===== src/rtl/ipd_pkg.sv =====
// shared types and constants of the image pair diff engine
`timescale 1ns / 1ps

package ipd_pkg;

	// field widths
	localparam int unsigned PIX_W      = 32;
	localparam int unsigned DIM_W      = 13;
	localparam int unsigned CFG_IDX_W  = 3;
	localparam int unsigned CFG_DATA_W = 13;

	// configuration register indexes
	localparam logic [CFG_IDX_W-1:0] CFG_METRIC_MODE = 3'd0;
	localparam logic [CFG_IDX_W-1:0] CFG_TEST_WIDTH  = 3'd1;
	localparam logic [CFG_IDX_W-1:0] CFG_TEST_HEIGHT = 3'd2;
	localparam logic [CFG_IDX_W-1:0] CFG_REF_WIDTH   = 3'd3;
	localparam logic [CFG_IDX_W-1:0] CFG_REF_HEIGHT  = 3'd4;

	// item opcodes and result kinds
	localparam logic OP_COMPARE   = 1'b0;
	localparam logic OP_FINISH    = 1'b1;
	localparam logic KIND_PIXEL   = 1'b0;
	localparam logic KIND_SUMMARY = 1'b1;

	// metric modes
	localparam logic MODE_COUNT = 1'b0;
	localparam logic MODE_DELTA = 1'b1;

	// pixel constants
	localparam logic [PIX_W-1:0] RED_OPAQUE  = 32'hff00_00ff;
	localparam logic [PIX_W-1:0] PERCENT_ONE = 32'h0064_0000;

	// metric arithmetic widths; 100 * 65536 = 25 << 18
	localparam int unsigned PROD_W      = 2 * DIM_W;
	localparam int unsigned EXTRA_W     = PROD_W + 1;
	localparam int unsigned NUM_W       = 36;
	localparam int unsigned DEN_W       = PROD_W + 8;
	localparam int unsigned N25_W       = NUM_W + 5;
	localparam int unsigned SCALE_SHIFT = 18;
	localparam int unsigned LOW_W       = PIX_W - SCALE_SHIFT;
	localparam int unsigned REM_W       = DEN_W + 1;
	localparam int unsigned DIV_STEPS   = PIX_W;
	localparam int unsigned CNT_W       = $clog2(DIV_STEPS);

	typedef enum logic [2:0] {
		ST_IDLE,
		ST_MUL,
		ST_NUM,
		ST_SCALE,
		ST_INIT,
		ST_DIV,
		ST_DONE
	} ipd_state_t;

	// commands from controller to datapath
	typedef struct packed {
		logic load_pixel;
		logic calc_mul;
		logic calc_num;
		logic calc_scale;
		logic div_init;
		logic div_step;
		logic load_summary;
		logic clear_acc;
	} ipd_cmd_t;

	// status from datapath to controller
	typedef struct packed {
		logic area_zero;
		logic quot_over;
	} ipd_stat_t;

endpackage


===== src/rtl/ipd_if.sv =====
// input and output item channel interfaces
`timescale 1ns / 1ps

interface ipd_in_if import ipd_pkg::*; ();
	logic             valid;
	logic             ready;
	logic             opcode;
	logic [PIX_W-1:0] reference_pixel;
	logic [PIX_W-1:0] test_pixel;

	modport source (output valid, output opcode, output reference_pixel, output test_pixel,
		input ready);
	modport sink (input valid, input opcode, input reference_pixel, input test_pixel,
		output ready);
endinterface

interface ipd_out_if import ipd_pkg::*; ();
	logic             valid;
	logic             ready;
	logic             result_kind;
	logic             pixel_differs;
	logic [PIX_W-1:0] diff_pixel;
	logic [PIX_W-1:0] percent_fixed;
	logic             images_same;

	modport source (output valid, output result_kind, output pixel_differs,
		output diff_pixel, output percent_fixed, output images_same, input ready);
	modport sink (input valid, input result_kind, input pixel_differs,
		input diff_pixel, input percent_fixed, input images_same, output ready);
endinterface


===== src/rtl/ipd_ctrl.sv =====
// controller state machine of the image pair diff engine
`timescale 1ns / 1ps

module ipd_ctrl import ipd_pkg::*; (
	input  logic      clk,
	input  logic      arst_n,
	input  logic      in_valid,
	input  logic      in_opcode,
	output logic      in_ready,
	input  logic      out_ready,
	output logic      out_valid,
	output ipd_cmd_t  cmd,
	input  ipd_stat_t stat
);

	localparam logic [CNT_W-1:0] DIV_LAST = CNT_W'(DIV_STEPS - 1);

	ipd_state_t       state_q;
	ipd_state_t       state_d;
	logic [CNT_W-1:0] cnt_q;
	logic             out_valid_q;
	logic             out_free;
	logic             accept;

	// output register is free when empty or being drained
	assign out_free  = !out_valid_q || out_ready;
	assign in_ready  = (state_q == ST_IDLE) && out_free;
	assign accept    = in_valid && in_ready;
	assign out_valid = out_valid_q;

	// next state
	always_comb begin
		state_d = state_q;
		unique case (state_q)
			ST_IDLE: begin
				if (accept && in_opcode == OP_FINISH) begin
					state_d = ST_MUL;
				end
			end
			ST_MUL:   state_d = ST_NUM;
			ST_NUM:   state_d = ST_SCALE;
			ST_SCALE: state_d = ST_INIT;
			ST_INIT: begin
				state_d = (stat.area_zero || stat.quot_over) ? ST_DONE : ST_DIV;
			end
			ST_DIV: begin
				if (cnt_q == DIV_LAST) begin
					state_d = ST_DONE;
				end
			end
			ST_DONE: begin
				if (out_free) begin
					state_d = ST_IDLE;
				end
			end
			default: state_d = ST_IDLE;
		endcase
	end

	// datapath commands
	always_comb begin
		cmd = '0;
		unique case (state_q)
			ST_IDLE:  cmd.load_pixel = accept && in_opcode == OP_COMPARE;
			ST_MUL:   cmd.calc_mul   = 1'b1;
			ST_NUM:   cmd.calc_num   = 1'b1;
			ST_SCALE: cmd.calc_scale = 1'b1;
			ST_INIT:  cmd.div_init   = 1'b1;
			ST_DIV:   cmd.div_step   = 1'b1;
			ST_DONE: begin
				cmd.load_summary = out_free;
				cmd.clear_acc    = out_free;
			end
			default: cmd = '0;
		endcase
	end

	// state, step counter and output valid
	always_ff @(posedge clk or negedge arst_n) begin
		if (!arst_n) begin
			state_q     <= ST_IDLE;
			cnt_q       <= '0;
			out_valid_q <= 1'b0;
		end else begin
			state_q <= state_d;
			if (state_q == ST_INIT) begin
				cnt_q <= '0;
			end else if (state_q == ST_DIV) begin
				cnt_q <= cnt_q + 1'b1;
			end
			if (cmd.load_pixel || cmd.load_summary) begin
				out_valid_q <= 1'b1;
			end else if (out_ready) begin
				out_valid_q <= 1'b0;
			end
		end
	end

	// the division runs its full number of steps
	a_div_len: assert property (@(posedge clk) disable iff (!arst_n)
		(state_q == ST_DIV && cnt_q == DIV_LAST) |=> state_q == ST_DONE)
		else $error("division did not end after its last step");

	// a pending result is never overwritten
	a_no_overwrite: assert property (@(posedge clk) disable iff (!arst_n)
		(cmd.load_pixel || cmd.load_summary) |-> (!out_valid_q || out_ready))
		else $error("result register overwritten while full");

	// summary is presented and the block returns to idle
	a_summary_out: assert property (@(posedge clk) disable iff (!arst_n)
		cmd.load_summary |=> (out_valid_q && state_q == ST_IDLE))
		else $error("summary not presented after finish");

	// no item taken while a finish is in progress
	a_busy_block: assert property (@(posedge clk) disable iff (!arst_n)
		(state_q != ST_IDLE) |-> !in_ready)
		else $error("item accepted during finish");

endmodule


===== src/rtl/ipd_dpath.sv =====
// datapath of the image pair diff engine: pixel compare, accumulators, metric divider
`timescale 1ns / 1ps

module ipd_dpath import ipd_pkg::*; #(
	parameter int unsigned MAX_DIM = 4096
) (
	input  logic                  clk,
	input  logic                  arst_n,
	input  logic                  cfg_we,
	input  logic [CFG_IDX_W-1:0]  cfg_index,
	input  logic [CFG_DATA_W-1:0] cfg_wdata,
	input  logic [PIX_W-1:0]      reference_pixel,
	input  logic [PIX_W-1:0]      test_pixel,
	input  ipd_cmd_t              cmd,
	output ipd_stat_t             stat,
	output logic                  result_kind,
	output logic                  pixel_differs,
	output logic [PIX_W-1:0]      diff_pixel,
	output logic [PIX_W-1:0]      percent_fixed,
	output logic                  images_same
);

	localparam logic [DIM_W+1:0] MAX_DIM_EXT = (DIM_W + 2)'(MAX_DIM);

	function automatic logic [DIM_W-1:0] clamp_dim(input logic [DIM_W-1:0] d);
		return ({2'b00, d} > MAX_DIM_EXT) ? MAX_DIM_EXT[DIM_W-1:0] : d;
	endfunction

	// configuration registers
	logic             mode_q;
	logic [DIM_W-1:0] tw_q, th_q, rw_q, rh_q;

	// accumulators
	logic [PIX_W-1:0] sum_q;
	logic             any_q;

	// metric pipeline
	logic [PROD_W-1:0] ext1_q, ext2_q, area_q;
	logic              same_snap_q;
	logic [NUM_W-1:0]  num_q;
	logic [DEN_W-1:0]  den_q;
	logic              area_zero_q;
	logic [N25_W-1:0]  num25_q;
	logic [REM_W-1:0]  rem_q;
	logic [PIX_W-1:0]  qbits_q;

	// output register
	logic             kind_q, differs_q, same_q;
	logic [PIX_W-1:0] pix_q, pct_q;

	// pixel compare
	logic             differs;
	logic [7:0]       d_r, d_g, d_b, d_rg, delta;
	logic [7:0]       alpha;
	logic [PIX_W-1:0] pix;
	logic [PIX_W-1:0] inc;
	logic [PIX_W:0]   sum_ext;

	// overlap geometry
	logic [DIM_W-1:0] tw, th, rw, rh, w, h, mw, mh;
	logic             sizes_match;

	// metric arithmetic
	logic [EXTRA_W-1:0] extra;
	logic [NUM_W-1:0]   extra_sc;
	logic [REM_W-1:0]   trial;
	logic               ge;

	function automatic logic [7:0] abs_diff(input logic [7:0] a, input logic [7:0] b);
		return (a > b) ? a - b : b - a;
	endfunction

	// configuration writes
	always_ff @(posedge clk or negedge arst_n) begin
		if (!arst_n) begin
			mode_q <= MODE_COUNT;
			tw_q   <= '0;
			th_q   <= '0;
			rw_q   <= '0;
			rh_q   <= '0;
		end else if (cfg_we) begin
			unique case (cfg_index)
				CFG_METRIC_MODE: mode_q <= cfg_wdata[0];
				CFG_TEST_WIDTH:  tw_q   <= cfg_wdata[DIM_W-1:0];
				CFG_TEST_HEIGHT: th_q   <= cfg_wdata[DIM_W-1:0];
				CFG_REF_WIDTH:   rw_q   <= cfg_wdata[DIM_W-1:0];
				CFG_REF_HEIGHT:  rh_q   <= cfg_wdata[DIM_W-1:0];
				default: ;
			endcase
		end
	end

	// per pair compare, largest channel delta and faded pixel
	always_comb begin
		differs = reference_pixel != test_pixel;
		d_r     = abs_diff(reference_pixel[7:0], test_pixel[7:0]);
		d_g     = abs_diff(reference_pixel[15:8], test_pixel[15:8]);
		d_b     = abs_diff(reference_pixel[23:16], test_pixel[23:16]);
		d_rg    = (d_r > d_g) ? d_r : d_g;
		delta   = (d_rg > d_b) ? d_rg : d_b;
		alpha   = reference_pixel[31:24] - {1'b0, reference_pixel[31:25]};
		pix     = differs ? RED_OPAQUE : {alpha, reference_pixel[23:0]};
		inc     = (mode_q == MODE_DELTA) ? {24'd0, delta} : 32'd1;
		sum_ext = {1'b0, sum_q} + {1'b0, inc};
	end

	// accumulators, saturating
	always_ff @(posedge clk or negedge arst_n) begin
		if (!arst_n) begin
			sum_q <= '0;
			any_q <= 1'b0;
		end else if (cmd.clear_acc) begin
			sum_q <= '0;
			any_q <= 1'b0;
		end else if (cmd.load_pixel && differs) begin
			sum_q <= sum_ext[PIX_W] ? '1 : sum_ext[PIX_W-1:0];
			any_q <= 1'b1;
		end
	end

	// overlap and bounding sizes
	always_comb begin
		tw          = clamp_dim(tw_q);
		th          = clamp_dim(th_q);
		rw          = clamp_dim(rw_q);
		rh          = clamp_dim(rh_q);
		w           = (tw < rw) ? tw : rw;
		h           = (th < rh) ? th : rh;
		mw          = (tw > rw) ? tw : rw;
		mh          = (th > rh) ? th : rh;
		sizes_match = (tw == rw) && (th == rh);
	end

	// non-overlap area and numerator scaling
	always_comb begin
		extra    = EXTRA_W'(ext1_q) + EXTRA_W'(ext2_q);
		extra_sc = (mode_q == MODE_DELTA) ? (NUM_W'(extra) << 8) - NUM_W'(extra)
			: NUM_W'(extra);
		trial    = {rem_q[REM_W-2:0], qbits_q[PIX_W-1]};
		ge       = trial >= REM_W'(den_q);
	end

	// metric pipeline and restoring divider, one quotient bit per step
	always_ff @(posedge clk) begin
		if (cmd.calc_mul) begin
			ext1_q      <= PROD_W'(mw - w) * PROD_W'(h);
			ext2_q      <= PROD_W'(mh - h) * PROD_W'(mw);
			area_q      <= PROD_W'(rw) * PROD_W'(rh);
			same_snap_q <= sizes_match && !any_q;
		end
		if (cmd.calc_num) begin
			num_q       <= NUM_W'(sum_q) + extra_sc;
			den_q       <= (mode_q == MODE_DELTA) ? (DEN_W'(area_q) << 8) - DEN_W'(area_q)
				: DEN_W'(area_q);
			area_zero_q <= area_q == '0;
		end
		if (cmd.calc_scale) begin
			num25_q <= (N25_W'(num_q) << 4) + (N25_W'(num_q) << 3) + N25_W'(num_q);
		end
		if (cmd.div_init) begin
			rem_q   <= REM_W'(num25_q[N25_W-1:LOW_W]);
			qbits_q <= {num25_q[LOW_W-1:0], {SCALE_SHIFT{1'b0}}};
		end else if (cmd.div_step) begin
			rem_q   <= ge ? trial - REM_W'(den_q) : trial;
			qbits_q <= {qbits_q[PIX_W-2:0], ge};
		end
	end

	// quotient would not fit 32 bits when the high dividend part reaches the divisor
	assign stat.area_zero = area_zero_q;
	assign stat.quot_over = DEN_W'(num25_q[N25_W-1:LOW_W]) >= den_q;

	// result register
	always_ff @(posedge clk) begin
		if (cmd.load_pixel) begin
			kind_q    <= KIND_PIXEL;
			differs_q <= differs;
			pix_q     <= pix;
			pct_q     <= '0;
			same_q    <= 1'b0;
		end else if (cmd.load_summary) begin
			kind_q    <= KIND_SUMMARY;
			differs_q <= 1'b0;
			pix_q     <= '0;
			same_q    <= same_snap_q;
			if (area_zero_q) begin
				pct_q <= PERCENT_ONE;
			end else if (stat.quot_over) begin
				pct_q <= '1;
			end else begin
				pct_q <= qbits_q;
			end
		end
	end

	assign result_kind   = kind_q;
	assign pixel_differs = differs_q;
	assign diff_pixel    = pix_q;
	assign percent_fixed = pct_q;
	assign images_same   = same_q;

	// partial remainder stays below the divisor through the division
	a_rem_bound: assert property (@(posedge clk) disable iff (!arst_n)
		cmd.div_step |-> (rem_q < REM_W'(den_q)))
		else $error("divider remainder out of range");

endmodule


===== src/rtl/image_pair_diff_engine.sv =====
// top level of the image pair diff engine
// compare item: result in the output register in the cycle after acceptance; one item per cycle while out_ready is high
// finish item: summary computed through states MUL, NUM, SCALE, INIT, DIV and DONE;
//   DIV holds the 32 steps of the bit-serial restoring divider, skipped if area is empty or saturates
// no item is accepted until the summary is in the output register
// arst_n clears configuration, accumulators, controller state and valid; no clearing pass
`timescale 1ns / 1ps

module image_pair_diff_engine import ipd_pkg::*; #(
	parameter int unsigned MAX_DIM = 4096
) (
	input  logic                  clk,
	input  logic                  arst_n,
	input  logic                  cfg_we,
	input  logic [CFG_IDX_W-1:0]  cfg_index,
	input  logic [CFG_DATA_W-1:0] cfg_wdata,
	ipd_in_if.sink                in_ch,
	ipd_out_if.source             out_ch
);

	ipd_cmd_t  cmd;
	ipd_stat_t stat;

	// sequencing of items and of the finish computation
	ipd_ctrl u_ctrl (
		.clk       (clk),
		.arst_n    (arst_n),
		.in_valid  (in_ch.valid),
		.in_opcode (in_ch.opcode),
		.in_ready  (in_ch.ready),
		.out_ready (out_ch.ready),
		.out_valid (out_ch.valid),
		.cmd       (cmd),
		.stat      (stat)
	);

	// compare, accumulate, metric and result register
	ipd_dpath #(
		.MAX_DIM (MAX_DIM)
	) u_dpath (
		.clk             (clk),
		.arst_n          (arst_n),
		.cfg_we          (cfg_we),
		.cfg_index       (cfg_index),
		.cfg_wdata       (cfg_wdata),
		.reference_pixel (in_ch.reference_pixel),
		.test_pixel      (in_ch.test_pixel),
		.cmd             (cmd),
		.stat            (stat),
		.result_kind     (out_ch.result_kind),
		.pixel_differs   (out_ch.pixel_differs),
		.diff_pixel      (out_ch.diff_pixel),
		.percent_fixed   (out_ch.percent_fixed),
		.images_same     (out_ch.images_same)
	);

endmodule

===== src/flat_wrapper.sv =====
// flat-port wrapper written by rule: the top's interface ports become plain ports
module image_pair_diff_engine_flat import ipd_pkg::*;
#(
	parameter int unsigned MAX_DIM = 4096
)
  (clk, arst_n, cfg_we, cfg_index, cfg_wdata, in_ch_valid, in_ch_opcode, in_ch_reference_pixel, in_ch_test_pixel, in_ch_ready, out_ch_valid, out_ch_result_kind, out_ch_pixel_differs, out_ch_diff_pixel, out_ch_percent_fixed, out_ch_images_same, out_ch_ready);
  ipd_in_if in_ch_i ();
  ipd_out_if out_ch_i ();
  input  logic clk;
  input  logic arst_n;
  input  logic cfg_we;
  input  logic [CFG_IDX_W-1:0] cfg_index;
  input  logic [CFG_DATA_W-1:0] cfg_wdata;
  input wire logic [$bits(in_ch_i.valid)-1:0] in_ch_valid;
  input wire logic [$bits(in_ch_i.opcode)-1:0] in_ch_opcode;
  input wire logic [$bits(in_ch_i.reference_pixel)-1:0] in_ch_reference_pixel;
  input wire logic [$bits(in_ch_i.test_pixel)-1:0] in_ch_test_pixel;
  output wire logic [$bits(in_ch_i.ready)-1:0] in_ch_ready;
  output wire logic [$bits(out_ch_i.valid)-1:0] out_ch_valid;
  output wire logic [$bits(out_ch_i.result_kind)-1:0] out_ch_result_kind;
  output wire logic [$bits(out_ch_i.pixel_differs)-1:0] out_ch_pixel_differs;
  output wire logic [$bits(out_ch_i.diff_pixel)-1:0] out_ch_diff_pixel;
  output wire logic [$bits(out_ch_i.percent_fixed)-1:0] out_ch_percent_fixed;
  output wire logic [$bits(out_ch_i.images_same)-1:0] out_ch_images_same;
  input wire logic [$bits(out_ch_i.ready)-1:0] out_ch_ready;
  assign in_ch_i.valid = in_ch_valid;
  assign in_ch_i.opcode = in_ch_opcode;
  assign in_ch_i.reference_pixel = in_ch_reference_pixel;
  assign in_ch_i.test_pixel = in_ch_test_pixel;
  assign in_ch_ready = in_ch_i.ready;
  assign out_ch_valid = out_ch_i.valid;
  assign out_ch_result_kind = out_ch_i.result_kind;
  assign out_ch_pixel_differs = out_ch_i.pixel_differs;
  assign out_ch_diff_pixel = out_ch_i.diff_pixel;
  assign out_ch_percent_fixed = out_ch_i.percent_fixed;
  assign out_ch_images_same = out_ch_i.images_same;
  assign out_ch_i.ready = out_ch_ready;
  image_pair_diff_engine #(.MAX_DIM(MAX_DIM)) u_core (.clk(clk), .arst_n(arst_n), .cfg_we(cfg_we), .cfg_index(cfg_index), .cfg_wdata(cfg_wdata), .in_ch(in_ch_i), .out_ch(out_ch_i));
endmodule

===== config.mk =====
export PLATFORM = sky130hd
export DESIGN_NAME = image_pair_diff_engine_flat
export DESIGN_NICKNAME = d
export VERILOG_FILES = /design/src/rtl/ipd_pkg.sv /design/src/rtl/ipd_if.sv /design/src/rtl/ipd_ctrl.sv /design/src/rtl/ipd_dpath.sv /design/src/rtl/image_pair_diff_engine.sv /design/src/flat_wrapper.sv
export SDC_FILE = /design/constraint.sdc
export NUM_CORES = 2
export LEC_CHECK = 0
export BUFFER_PORTS_ARGS = -buffer_cell sky130_fd_sc_hd__buf_2
export CORE_ASPECT_RATIO = 0.6
export CORE_UTILIZATION = 55
export DETAILED_ROUTE_END_ITERATION = 8
export MAX_ROUTING_LAYER = met4
export PLACE_DENSITY = 0.75
export SLEW_MARGIN = 25
export SYNTH_ARGS = -nofsm -noshare
export SYNTH_HDL_FRONTEND = slang
export SYNTH_HIERARCHICAL = 1
export SYNTH_SLANG_ARGS = --single-unit

===== constraint.sdc =====
create_clock -name clk -period 11.6 [get_ports clk]
set_clock_uncertainty 0.05 [all_clocks]
set_input_delay 0.58 -clock clk [delete_from_list [all_inputs] [get_ports clk]]
set_output_delay 0.58 -clock clk [all_outputs]
set_load 0.005 [all_outputs]

==> impl_metrics.yaml <==
worst_setup_path:
  max_stage_delay_ns: 0.53
  cp-endpoint: "u_core/u_dpath/ext2_q[25]$_DFFE_PP_"
  reg2reg_from: "u_core/u_dpath/rh_q[12]$_DFFE_PN0P_"
  regToRegEndpoint: "u_core/u_dpath/ext2_q[25]$_DFFE_PP_"
  crit_slowest_cell: "fa_1"
  cp_data_arrival_time_ns: 11.40
  crit_type: "flip-flop to flip-flop"
  rrSetupSlack_ns: 0.48
  cp_max_fo: 11
  worst_setup_path_start_kind: "flip-flop"
  startpoint: "u_core/u_dpath/rh_q[12]$_DFFE_PN0P_"
  rr_worst_depth: 44
  required_ns: 11.88
  end_kind: "flip-flop"
  path_common_cell: "fa_1"
synth:
  synth_seq_cells: 419
  async_reset_ff_share_pct: 22.7
  synthSimpleGateAreaFrac_pct: 14.1
  synth_largest_area_cell: "fa_1"
  synth_top_family_by_area: "adder cells"
  synthXorXnorAreaFrac_pct: 5.58
  syn_area_per_cell_um2: 9.08
  synth-edff-count: 265
  synth_cell_types: 88
  synth_warnings: 6
  synth_seq_area_share_pct: 23.0
  synth.most_common_cell: "inv_1"
  synth_flop_cell: "edfxtp_1"
  synthMuxAreaShare_pct: 3.40
  synth_area_leaders: "fa_1, edfxtp_1, ha_1"
  synth_fa_ha_area_share_pct: 33.5
  syn_nets: 6626
  synth_common_cells: "inv_1, ha_1, nor2_1"
  synth_compound_area_share_pct: 12.7
  synthCells: 5505
  synth_top_area_share_pct: 20.3
  syn-cell-area_um2: 50000
final_layout:
  syn_to_final_growth_pct: 8.75
  drive_above_1_share_pct: 9.36
  fin_nets: 6803
  final_cells: 6940
global_route:
  grt_pass1_wl_mm: 217
  antenna_found_initial: 2
  grt_pass1_vias: 38908
  grt.overflow.total: 0
  grt_usage_pct: 31.1
  grt_max_degree: 92
placed_design:
  dp_hpwl_mm: 114
  dp.cells: 6843
  routabilityCongestion: 1.00
  port_buffers: 154
die:
  die-area_um2: 92100
  std_cell_rows: 85
  core_um2: 89900
  die_h_um: 236
  pin_count: 155
  die_x_um: 391
  initial_utilization_pct: 55.6
cts:
  path_clk_slew_ns: 0.07
  clock_sinks: 419
  cts.htree.levels: 2
  clockRootBuffer: "clkbuf_16"
  cts_buffers: 44
  tritoncts: "yes"
  cts_buffer_depth: 3
  clk-insertion-delay-late_ns: 0.62
detailed_routing:
  viasPerCell: 5.76
  drtPass1Iterations: 8
  drt-wirelength-per-cell_um: 20.0
  wirelength_mm: 139
  detail-route-antenna-nets: 0
  num_vias: 39994
  drc: 0
  drt-initial-drc-count: 4023
timing:
  maxSlewViolCount: 0
  min_period_ns: 11.12
  setup_viol: 0
  fmax_ghz: 0.0899
  post-route-period-util_pct: 95.9
  max_slew_margin_pct: 29.3
  hold_viol: 0
  worst_pin_slew_ns: 1.05
min_path:
  hp-class: "primary input to flip-flop"
status:
  outcome: "completed"
flow_run:
  cap_violations: 0
[routing by layer]
metal	vias to the layer above	track usage [%]	share of wire, %
met5	-	-	0
met4	0	5.91	1.9
met3	198	10.1	12
met2	1750	40.8	39
met1	19391	46.4	47
li1	18655	-	-
[critical path, delay by kind of cell (launching register included)]
kind | cells | cell delay (ns)
xor gates and xnor gates | 2 | 0.52
AOI/OAI and AO/OA | 18 | 3.91
and+or+nand+nor | 6 | 0.98
DFF | 1 | 0.43
buffers and inverters | 8 | 0.68
adders and majority gates | 10 | 4.25
[how the worst min path moves through the flow]
stage                                                          to                                     startpoint  cells past startpoint
floorplan                      u_core/u_ctrl/cnt_q[0]$_DFFE_PN0P_                                         arst_n                      0
global placement    u_core/u_dpath/percent_fixed[20]$_SDFFE_PP0P_  u_core/u_dpath/percent_fixed[20]$_SDFFE_PP0P_                      2
detailed placement  u_core/u_dpath/percent_fixed[19]$_SDFFE_PP0P_  u_core/u_dpath/percent_fixed[19]$_SDFFE_PP0P_                      2
CTS                            u_core/u_dpath/rh_q[9]$_DFFE_PN0P_                                   cfg_wdata[9]                      2
global route                   u_core/u_dpath/rh_q[9]$_DFFE_PN0P_                                   cfg_wdata[9]                      2
finish                         u_core/u_dpath/rw_q[9]$_DFFE_PN0P_                                   cfg_wdata[9]                      2
[layout by cell type (no fill, tap or decap), types with 15 or more instances in the layout]
cell / n
nor4_1: 17
nor3_1: 75
o21ai_0: 244
nand2_1: 510
nand3_1: 83
o31ai_1: 18
o21a_1: 41
a21o_1: 130
and3_1: 39
clkbuf_16: 45
and2_1: 33
nand2b_1: 54
a211oi_1: 61
dfxtp_1: 59
nand4_1: 35
xnor2_1: 207
mux2i_1: 74
nor2_1: 520
buf_4: 126
ha_1: 528
xor2_1: 103
a21oi_1: 271
clkinv_2: 15
fa_1: 506
or3_1: 23
a31oi_1: 22
edfxtp_1: 265
inv_1: 856
mux2_2: 85
buf_2: 153
o21bai_1: 43
or2_2: 19
dfrtp_1: 94
nor2b_1: 91
[state kept, by name, indices dropped and copies added, names as in the netlist, 32 cells and up]
| name | cells |
|---|---|
| u_core/u_dpath/num25_q | 41 |
| u_core/u_dpath/num_q | 36 |
| u_core/u_dpath/den_q | 34 |
| u_core/u_dpath/rem_q | 34 |
| u_core/u_dpath/diff_pixel | 32 |
| u_core/u_dpath/percent_fixed | 32 |
| u_core/u_dpath/qbits_q | 32 |
| u_core/u_dpath/sum_q | 32 |
[final cells by class]
class	count	area [µm²]
Tap cell	1218	1520
Clock inverter	24	196
Multi-Input combinational cell	4069	34900
Timing Repair Buffer	282	1740
Antenna cell	4	10.0
Clock buffer	58	1230
Inverter	866	3250
Sequential cell	419	11500
Fill cell	7705	35500
[through the flow]
step / hold WS (ns) / cell area, µm² / TNS [ns] / worst slack [ns] / utilization [%]
detailed placement: 0.387 / 52600 / -0.0356 / -0.0356 / 58.6
finish: 0.199 / 54400 / 0 / 0.478 / 60.5
global route: 0.195 / 54400 / -0.0368 / -0.0368 / 60.5
floorplan: 0.234 / 50000 / 0 / 0.0200 / -
CTS: 0.176 / 54100 / 0 / 0.0257 / 60.2
global placement: 0.378 / 52600 / 0 / 0.247 / 58.6
[logic make-up after synthesis]
logic type / after synthesis
buffers and inverters: 1017
AOI/OAI and AO/OA: 997
adders and majority gates: 1035
xor gates and xnor gates: 317
DFF: 419
and+or+nand+nor: 1561
muxes: 159
[repair_timing]
action / 4_1_cts / 5_1_grt
setup buffers: 0 / 10
cloned: 0 / 0
hold buffers: 1 / 0
gates resized for setup: 3 / 37
setup endpoints to repair: 2 / 14
pin swaps: 0 / 8
hold endpoints to repair: 39 / 0
Power is not shown: default switching activity piles up to over one toggle a cycle in this logic, so the estimate is an artifact.
